==> src/sv/mp3fs_pkg.sv <==
package mp3fs_pkg;

  // Width of the running byte offset counter
  localparam int OFFSET_BITS = 32;

  localparam logic [1:0] KIND_TAG    = 2'd0;
  localparam logic [1:0] KIND_FRAME  = 2'd1;
  localparam logic [1:0] KIND_AUDIO  = 2'd2;

  localparam logic [1:0] RATE_44K    = 2'd0;
  localparam logic [1:0] RATE_48K    = 2'd1;
  localparam logic [1:0] RATE_32K    = 2'd2;
  localparam logic [1:0] RATE_RSVD   = 2'd3;

  localparam int LEN_BITS = 11;

  // round(144 * kbps * 1000 / rate) for each bitrate index; free and bad index give 0
  localparam logic [LEN_BITS-1:0] LEN_44K [16] = '{
    11'd0,   11'd104, 11'd131, 11'd157, 11'd183, 11'd209, 11'd261, 11'd313,
    11'd366, 11'd418, 11'd522, 11'd627, 11'd731, 11'd836, 11'd1045, 11'd0
  };
  localparam logic [LEN_BITS-1:0] LEN_48K [16] = '{
    11'd0,   11'd96,  11'd120, 11'd144, 11'd168, 11'd192, 11'd240, 11'd288,
    11'd336, 11'd384, 11'd480, 11'd576, 11'd672, 11'd768, 11'd960, 11'd0
  };
  localparam logic [LEN_BITS-1:0] LEN_32K [16] = '{
    11'd0,   11'd144, 11'd180, 11'd216, 11'd252, 11'd288, 11'd360, 11'd432,
    11'd504, 11'd576, 11'd720, 11'd864, 11'd1008, 11'd1152, 11'd1440, 11'd0
  };

  typedef struct packed {
    logic [7:0] data_byte;
    logic       last_byte;
  } in_item_t;

  typedef struct packed {
    logic [1:0]  item_kind;
    logic [31:0] start_offset;
    logic [31:0] item_length;
    logic [31:0] frame_id;
    logic [3:0]  bitrate_index;
    logic [1:0]  rate_index;
    logic        padding_bit;
  } result_t;

  // Frame length without padding; 0 for the reserved rate
  function automatic logic [LEN_BITS-1:0] base_length(input logic [3:0] bri,
                                                      input logic [1:0] sri);
    logic [LEN_BITS-1:0] len;
    len = '0;
    unique case (sri)
      RATE_44K: len = LEN_44K[bri];
      RATE_48K: len = LEN_48K[bri];
      RATE_32K: len = LEN_32K[bri];
      default:  len = '0;
    endcase
    return len;
  endfunction

endpackage

==> src/sv/mp3fs_in_stage.sv <==
module mp3fs_in_stage (
  input  logic                 clk,
  input  logic                 rst,
  input  logic                 in_valid,
  output logic                 in_stall,
  input  logic [7:0]           data_byte,
  input  logic                 last_byte,
  input  logic                 advance,
  output logic                 item_valid,
  output mp3fs_pkg::in_item_t  item
);

  logic                valid;
  mp3fs_pkg::in_item_t hold;

  // Stall only while a byte is held and the scanner cannot take it
  assign in_stall   = valid && !advance;
  assign item_valid = valid;
  assign item       = hold;

  always_ff @(posedge clk) begin
    if (rst) begin
      valid <= 1'b0;
    end else if (!in_stall) begin
      valid <= in_valid;
    end
  end

  always_ff @(posedge clk) begin
    if (!in_stall && in_valid) begin
      hold.data_byte <= data_byte;
      hold.last_byte <= last_byte;
    end
  end

endmodule

==> src/sv/mp3fs_core.sv <==
module mp3fs_core (
  input  logic                 clk,
  input  logic                 rst,
  input  logic                 fire,
  input  mp3fs_pkg::in_item_t  item,
  output logic                 res_valid,
  output mp3fs_pkg::result_t   res
);

  localparam logic [1:0] PH_TAG    = 2'd0;
  localparam logic [1:0] PH_FRAMES = 2'd1;
  localparam logic [1:0] PH_AUDIO  = 2'd2;

  localparam int OB = mp3fs_pkg::OFFSET_BITS;

  logic [1:0]    phase, phase_next;
  logic [OB-1:0] byte_offset;
  logic [31:0]   tag_end, tag_end_next;
  logic [7:0]    header_bytes [10];
  logic [3:0]    header_count, header_count_next;
  logic [31:0]   skip_count, skip_count_next;
  logic [15:0]   sync_window, sync_window_next;
  logic [1:0]    window_fill, window_fill_next;

  // Effective state after the tag-end switch into audio
  logic [1:0]    ph_e;
  logic [3:0]    hc_e;
  logic [31:0]   skip_e;
  logic [15:0]   win_e;
  logic [1:0]    fill_e;
  logic          store_en;

  logic [7:0]    b;
  logic [27:0]   tag_size;
  logic [31:0]   fr_id;
  logic [31:0]   fr_size;
  logic [1:0]    fill_inc;
  logic [3:0]    bri;
  logic [1:0]    sri;
  logic          pad;
  logic          sync_hit;
  logic [mp3fs_pkg::LEN_BITS-1:0] alen;

  assign b = item.data_byte;

  assign tag_size = {header_bytes[6][6:0], header_bytes[7][6:0],
                     header_bytes[8][6:0], b[6:0]};
  assign fr_id    = {header_bytes[3], header_bytes[2], header_bytes[1], header_bytes[0]};
  assign fr_size  = {header_bytes[4], header_bytes[5], header_bytes[6], header_bytes[7]};

  assign bri      = b[7:4];
  assign sri      = b[3:2];
  assign pad      = b[1];
  assign sync_hit = (win_e[15:8] == 8'hFF) && ((win_e[7:0] & 8'hE0) == 8'hE0);

  always_comb begin
    ph_e   = phase;
    hc_e   = header_count;
    skip_e = skip_count;
    win_e  = sync_window;
    fill_e = window_fill;
    if (phase == PH_FRAMES && byte_offset == OB'(tag_end)) begin
      ph_e   = PH_AUDIO;
      hc_e   = '0;
      skip_e = '0;
      win_e  = '0;
      fill_e = '0;
    end
  end

  always_comb begin
    alen = '0;
    if (sync_hit && sri != mp3fs_pkg::RATE_RSVD) begin
      alen = mp3fs_pkg::base_length(bri, sri) + mp3fs_pkg::LEN_BITS'(pad);
    end
  end

  always_comb begin
    phase_next        = ph_e;
    tag_end_next      = tag_end;
    header_count_next = hc_e;
    skip_count_next   = skip_e;
    sync_window_next  = win_e;
    window_fill_next  = fill_e;
    store_en          = 1'b0;
    fill_inc          = (fill_e < 2'd3) ? fill_e + 2'd1 : 2'd3;
    res_valid         = 1'b0;
    res               = '0;

    unique case (ph_e)
      PH_TAG: begin
        store_en          = 1'b1;
        header_count_next = hc_e + 4'd1;
        if (hc_e == 4'd9) begin
          tag_end_next         = 32'd10 + {4'd0, tag_size};
          res_valid            = 1'b1;
          res.item_kind        = mp3fs_pkg::KIND_TAG;
          res.start_offset     = 32'(byte_offset - OB'(9));
          res.item_length      = {4'd0, tag_size};
          header_count_next    = '0;
          skip_count_next      = '0;
          phase_next           = PH_FRAMES;
        end
      end
      PH_FRAMES: begin
        if (skip_e != '0) begin
          skip_count_next = skip_e - 32'd1;
        end else begin
          store_en          = 1'b1;
          header_count_next = hc_e + 4'd1;
          if (hc_e == 4'd9) begin
            header_count_next = '0;
            if (fr_id == '0) begin
              // run out the rest of the tag
              skip_count_next = '1;
            end else begin
              res_valid        = 1'b1;
              res.item_kind    = mp3fs_pkg::KIND_FRAME;
              res.start_offset = 32'(byte_offset - OB'(9));
              res.item_length  = (fr_size > 32'hFFFF_FFF5) ? '1 : fr_size + 32'd10;
              res.frame_id     = fr_id;
              skip_count_next  = fr_size;
            end
          end
        end
      end
      PH_AUDIO: begin
        if (skip_e != '0) begin
          skip_count_next = skip_e - 32'd1;
        end else begin
          sync_window_next = {win_e[7:0], b};
          window_fill_next = fill_inc;
          if (fill_inc == 2'd3) begin
            if (alen != '0) begin
              res_valid         = 1'b1;
              res.item_kind     = mp3fs_pkg::KIND_AUDIO;
              res.start_offset  = 32'(byte_offset - OB'(2));
              res.item_length   = 32'(alen);
              res.bitrate_index = bri;
              res.rate_index    = sri;
              res.padding_bit   = pad;
              if (alen >= mp3fs_pkg::LEN_BITS'(3)) begin
                skip_count_next  = 32'(alen - mp3fs_pkg::LEN_BITS'(3));
                window_fill_next = '0;
              end else begin
                window_fill_next = 2'(mp3fs_pkg::LEN_BITS'(3) - alen);
              end
            end else begin
              // slide one byte
              window_fill_next = 2'd2;
            end
          end
        end
      end
      default: begin
        phase_next = PH_TAG;
      end
    endcase
  end

  always_ff @(posedge clk) begin
    if (rst) begin
      phase        <= PH_TAG;
      byte_offset  <= '0;
      tag_end      <= '0;
      header_count <= '0;
      skip_count   <= '0;
      sync_window  <= '0;
      window_fill  <= '0;
    end else if (fire) begin
      if (item.last_byte) begin
        phase        <= PH_TAG;
        byte_offset  <= '0;
        tag_end      <= '0;
        header_count <= '0;
        skip_count   <= '0;
        sync_window  <= '0;
        window_fill  <= '0;
      end else begin
        phase        <= phase_next;
        byte_offset  <= byte_offset + OB'(1);
        tag_end      <= tag_end_next;
        header_count <= header_count_next;
        skip_count   <= skip_count_next;
        sync_window  <= sync_window_next;
        window_fill  <= window_fill_next;
      end
    end
  end

  always_ff @(posedge clk) begin
    if (fire && store_en) begin
      header_bytes[hc_e] <= b;
    end
  end

endmodule

==> src/sv/mp3fs_out_stage.sv <==
module mp3fs_out_stage (
  input  logic                clk,
  input  logic                rst,
  input  logic                fire,
  input  logic                res_valid,
  input  mp3fs_pkg::result_t  res,
  output logic                advance,
  output logic                out_valid,
  input  logic                out_stall,
  output mp3fs_pkg::result_t  out_res
);

  logic               valid;
  mp3fs_pkg::result_t hold;

  // Free when empty or when the held transaction leaves this cycle
  assign advance   = !valid || !out_stall;
  assign out_valid = valid;
  assign out_res   = hold;

  always_ff @(posedge clk) begin
    if (rst) begin
      valid <= 1'b0;
    end else if (advance) begin
      valid <= fire && res_valid;
    end
  end

  always_ff @(posedge clk) begin
    if (advance && fire && res_valid) begin
      hold <= res;
    end
  end

endmodule

==> src/sv/mp3_stream_frame_scanner.sv <==
// Byte-serial MP3 file scanner: ID3v2 tag header, tag frame headers, then
// MPEG-1 Layer III audio frame headers.
// Input channel: one file byte per transaction on data_byte, with last_byte
// high on the final byte of the file; the scanner then restarts for a new file.
// Output channel: at most one report per input byte, item_kind selecting
// tag header, tag frame header or audio frame header; unused fields read 0.
// Path: a byte goes into the input register, is processed by the core once the
// result register is free, and its report is held in the result register for the
// receiver (input register, then result register).
// Throughput: one byte per cycle unless out_stall holds a report; the state
// update is a single pass of short logic plus a constant frame-length table lookup.
// Reset: both stages empty, offset cleared, scanner waits for a tag header.
// Stall: a held report stays on the outputs while out_stall is high; at most
// one more byte is taken into the input register, then in_stall rises until
// the report is taken.
module mp3_stream_frame_scanner (
  input  logic        clk,
  input  logic        rst,
  input  logic        in_valid,
  output logic        in_stall,
  input  logic [7:0]  data_byte,
  input  logic        last_byte,
  output logic        out_valid,
  input  logic        out_stall,
  output logic [1:0]  item_kind,
  output logic [31:0] start_offset,
  output logic [31:0] item_length,
  output logic [31:0] frame_id,
  output logic [3:0]  bitrate_index,
  output logic [1:0]  rate_index,
  output logic        padding_bit
);

  logic                advance;
  logic                item_valid;
  logic                fire;
  logic                res_valid;
  mp3fs_pkg::in_item_t item;
  mp3fs_pkg::result_t  res;
  mp3fs_pkg::result_t  out_res;

  assign fire = item_valid && advance;

  mp3fs_in_stage u_in (
    .clk        (clk),
    .rst        (rst),
    .in_valid   (in_valid),
    .in_stall   (in_stall),
    .data_byte  (data_byte),
    .last_byte  (last_byte),
    .advance    (advance),
    .item_valid (item_valid),
    .item       (item)
  );

  mp3fs_core u_core (
    .clk       (clk),
    .rst       (rst),
    .fire      (fire),
    .item      (item),
    .res_valid (res_valid),
    .res       (res)
  );

  mp3fs_out_stage u_out (
    .clk       (clk),
    .rst       (rst),
    .fire      (fire),
    .res_valid (res_valid),
    .res       (res),
    .advance   (advance),
    .out_valid (out_valid),
    .out_stall (out_stall),
    .out_res   (out_res)
  );

  assign item_kind     = out_res.item_kind;
  assign start_offset  = out_res.start_offset;
  assign item_length   = out_res.item_length;
  assign frame_id      = out_res.frame_id;
  assign bitrate_index = out_res.bitrate_index;
  assign rate_index    = out_res.rate_index;
  assign padding_bit   = out_res.padding_bit;

`ifndef SYNTHESIS
  a_no_stall_when_empty: assert property (@(posedge clk) disable iff (rst)
    !item_valid |-> !in_stall)
    else $error("input stalled with an empty input register");

  a_audio_len_nonzero: assert property (@(posedge clk) disable iff (rst)
    (out_valid && item_kind == mp3fs_pkg::KIND_AUDIO) |-> (item_length != '0))
    else $error("audio frame reported with zero length");

  a_id_only_on_frame: assert property (@(posedge clk) disable iff (rst)
    (out_valid && item_kind != mp3fs_pkg::KIND_FRAME) |-> (frame_id == '0))
    else $error("frame id set on a non tag-frame report");

  a_stall_holds_core: assert property (@(posedge clk) disable iff (rst)
    (out_valid && out_stall) |-> !fire)
    else $error("scanner advanced while result register was blocked");
`endif

endmodule

==> config.mk <==
export PLATFORM = sky130hd
export DESIGN_NAME = mp3_stream_frame_scanner
export DESIGN_NICKNAME = d
export VERILOG_FILES = /design/src/sv/mp3fs_pkg.sv /design/src/sv/mp3fs_in_stage.sv /design/src/sv/mp3fs_core.sv /design/src/sv/mp3fs_out_stage.sv /design/src/sv/mp3_stream_frame_scanner.sv
export SDC_FILE = /design/constraint.sdc
export NUM_CORES = 1
export LEC_CHECK = 0
export BUFFER_PORTS_ARGS = -buffer_cell sky130_fd_sc_hd__buf_2
export CORE_MARGIN = 1.5
export CORE_UTILIZATION = 40
export DETAILED_ROUTE_END_ITERATION = 16
export PLACE_DENSITY_LB_ADDON = 0.1
export SETUP_SLACK_MARGIN = 0.5
export SYNTH_ARGS = -nofsm -noshare
export SYNTH_HDL_FRONTEND = slang
export SYNTH_SLANG_ARGS = --single-unit
export TNS_END_PERCENT = 10
==> constraint.sdc <==
create_clock -name clk -period 8.1 [get_ports clk]
set_input_delay 0.81 -clock clk [delete_from_list [all_inputs] [get_ports clk]]
set_output_delay 0.81 -clock clk [all_outputs]
set_load 0.05 [all_outputs]
==> reports/qor.yml <==
synth_cell_types: 82
synth_edf_count: 185
cts_tree: "yes"
die_area_um2: 44400
synth-seq-cells: 304
grtUsageTotal_pct: 26.6
worstReg2RegEnd: "u_out.out_res[79]"
first_global_vias: 14573
syn_area_per_cell_um2: 8.99
wire_per_inst_um: 23.5
crit_required_ns: 8.40
rows: 75
port_buffers: 119
finalHoldViolCount: 0
async_reset_ff_share_pct: 0
crit_start: "u_in.item[6]"
min_from: "data_byte[4]"
numCtsBuffers: 36
synth_area_leaders: "edfxtp_1 (32%), dfxtp_1 (14%), a21oi_1 (5.0%), nor2_1 (4.5%), nand2_1 (3.9%)"
routed_wirelength_um: 59600
crit_path_end: "u_out.out_res[79]"
final.min_clock_period_ns: 6.28
crit_path_top_delay_cell: "edfxtp_1"
crit_path_frequent_cell: "ha_1"
cts_sinks: 304
cp.arrival_ns: 6.59
cts_hold_buf: 0
finalSetupTns_ns: 0
gp_congestion: 0.957
leakage_nw: 7.63
die_y_um: 211
stdcell_area_um2: 19400
worst_setup_path_end_kind: "flip-flop"
drt_iter0_drc: 1435
pre_cts_slack_ns: 1.99
post-route-period-util_pct: 77.5
synth_seq_area_share_pct: 46.0
syn_area_um2: 17200
max_cap_violations: 0
syn_nets: 1953
grt_pass1_wl_um: 89600
hpwl_um: 42200
io_pins: 120
dpl.cell_count: 2468
vias: 15557
outcome: "completed"
ys_warn_count: 0
n_antenna_cell: 0
grt_max_degree: 58
yosys.area.top_type_share_pct: 32.2
fp.dieW_um: 211
initial_core_util_pct: 40.8
cts_setup_buffers: 0
drive_gt1_share_pct: 12.5
clk_pin_slew_ns: 0.06
drt_first_pass_iters: 6
fin_nets: 2003
drc: 0
h-tree-depth: 2
maxSlewHeadroom_pct: 25.5
overflow: 0
setup_violations: 0
clock_path_buffers: 3
drv_slew: 0
clk_latency_ns: 0.55
skew_ns: 0.0186
pwr_density_cell_nw_per_um2: 181
yosysTopAreaCell: "edfxtp_1"
slowest_delay_ns: 0.88
grt_antenna_before_repair: 1
viasPerCell: 6.14
ant_nets: 0
synthCells: 1917
cts.repair.resized: 0
critPathKind: "flip-flop to flip-flop"
hold_class: "input port to flip-flop"
ir_drop_mv: 0.110
max_freq_mhz: 159
r2r_start: "u_in.item[6]"
path_max_fanout: 21
worst_slack_ns: 1.82
root_buffer: "clkbuf_16"
reg2reg_depth: 17
core-area_um2: 42200
fin_cells: 2534
worst_pin_slew_ns: 1.12
rsz0062_at_grt: "no"
reg2reg_setup_slack_ns: 1.82
start_kind: "flip-flop"
cp_cell_sequence: "inv_1 > ha_1 > nor3b_1 > o22a_1 > nor2_1 > ha_1 > ha_1 > and2_1 > a32o_1 > a31oi_1 > a32oi_1 > a2111o_1 > o21ai_1 > a21o_1 > inv_2 > a221o_1 > a32o_1"
synthFlopType: "edfxtp_1"
placed_area_um2: 18200
area_growth_pct: 12.6
## worst min-delay path by stage
| stage | end | slack, ns | cells past startpoint |
|---|---|---|---|
| after floorplan | u_core.skip_count[23] | 0.45 | 2 |
| after global placement | u_core.skip_count[23] | 0.47 | 2 |
| after detailed placement | u_core.sync_window[8] | 0.48 | 2 |
| after CTS | u_in.item[5] | 0.42 | 1 |
| after global routing | u_in.item[5] | 0.42 | 1 |
| final | u_in.item[5] | 0.44 | 1 |
## per-layer routing
layer / track usage (%) / vias up / part of all wire (%)
met2: 42.4 / 664 / 46
met1: 35.6 / 7587 / 43
met5: 0 / - / 0
li1: - / 7151 / -
met4: 12.5 / 0 / 4.6
met3: 3.77 / 155 / 6.5
## power by group
group / total [mW] / internal, mW / switching (mW)
Sequential: 1.66 / 1.64 / 0.0115
Combinational: 0.223 / 0.0690 / 0.154
Clock: 1.63 / 0.972 / 0.659
## synth_stat cells, types with 4 or more instances
master	number
nor2_1	207
edfxtp_1	185
nand2_1	181
a21oi_1	172
clkbuf_1	119
dfxtp_1	119
o21ai_0	101
xor2_1	69
xnor2_1	62
nor3_1	60
nand3_1	56
and2_1	48
nand4_1	32
a22oi_1	31
o22ai_1	29
inv_1	28
a21o_1	26
o221ai_1	26
ha_1	23
a31oi_1	21
nor2b_1	21
nor4_1	21
nand2b_1	20
or3_1	19
and3_1	17
o31ai_1	16
or4_1	14
a211oi_1	13
or2_2	12
buf_2	10
o211ai_1	10
o21ai_1	9
mux2i_1	8
nand3b_1	7
o22a_1	7
a221o_1	6
a221oi_1	6
a22o_1	6
and4_1	6
buf_1	6
nor3b_1	6
a211o_1	5
nor4b_1	5
o21bai_1	5
a2111oi_0	4
## cells in the final DEF, fill, tap and decap left out, types with 21 or more instances in the layout
| cell | n |
|---|---|
| nand2_1 | 181 |
| o22ai_1 | 29 |
| and2_1 | 48 |
| o21ai_0 | 101 |
| nand3_1 | 56 |
| edfxtp_1 | 185 |
| dfxtp_1 | 119 |
| nor2_1 | 205 |
| inv_1 | 27 |
| clkbuf_16 | 38 |
| a22oi_1 | 31 |
| buf_4 | 34 |
| nand4_1 | 32 |
| a21oi_1 | 172 |
| ha_1 | 23 |
| a21o_1 | 26 |
| a31oi_1 | 21 |
| xnor2_1 | 62 |
| nor3_1 | 59 |
| buf_2 | 119 |
| nor2b_1 | 21 |
| o221ai_1 | 26 |
| xor2_1 | 69 |
## flip-flops by register name, indices dropped and copies added, names as in the netlist
signal and flops:
u_out.out_res 105, u_core.header_bytes 71, u_core.byte_offset 32, u_core.skip_count 32, u_core.tag_end 29, u_core.sync_window 16, u_in.item 9, u_core.header_count 4
u_core.phase 2, u_core.window_fill 2, u_in.item_valid 1, u_out.out_valid 1
## final cells by class
class                           count  area, µm²
Sequential cell                   304       7940
Clock inverter                     21        190
Fill cell                        4157      22800
Clock buffer                       45        997
Tap cell                          539        674
Multi-Input combinational cell   1442       8650
Inverter                           30        115
Timing Repair Buffer              153        851
## cells by family after synthesis
family | Yosys count | synth area share, %
compound gates | 530 | 19.6
fa+ha+maj | 23 | 1.67
mux | 11 | 0.726
flops | 304 | 46.0
buf+inv | 171 | 3.99
xor+xnor | 131 | 6.66
simple gates | 747 | 21.3
## metrics by stage
step	hold slack [ns]	utilization (%)	total power, mW
floorplan	0.451	-	1.83
global placement	0.472	43.2	1.91
detailed placement	0.483	43.2	1.91
CTS	0.418	46.0	3.54
global route	0.422	46.0	3.61
finish	0.439	46.0	3.51
## critical path: cells and delay by family (launching register included)
| family | cells | cell delay, ns |
|---|---|---|
| flip-flops | 1 | 0.88 |
| AO/OA/AOI/OAI | 9 | 2.95 |
| adder cells (fa/ha/maj) | 3 | 0.82 |
| buffers and inverters | 2 | 0.76 |
| AND/OR/NAND/NOR | 3 | 0.61 |
(Power assumes the default switching activity.)
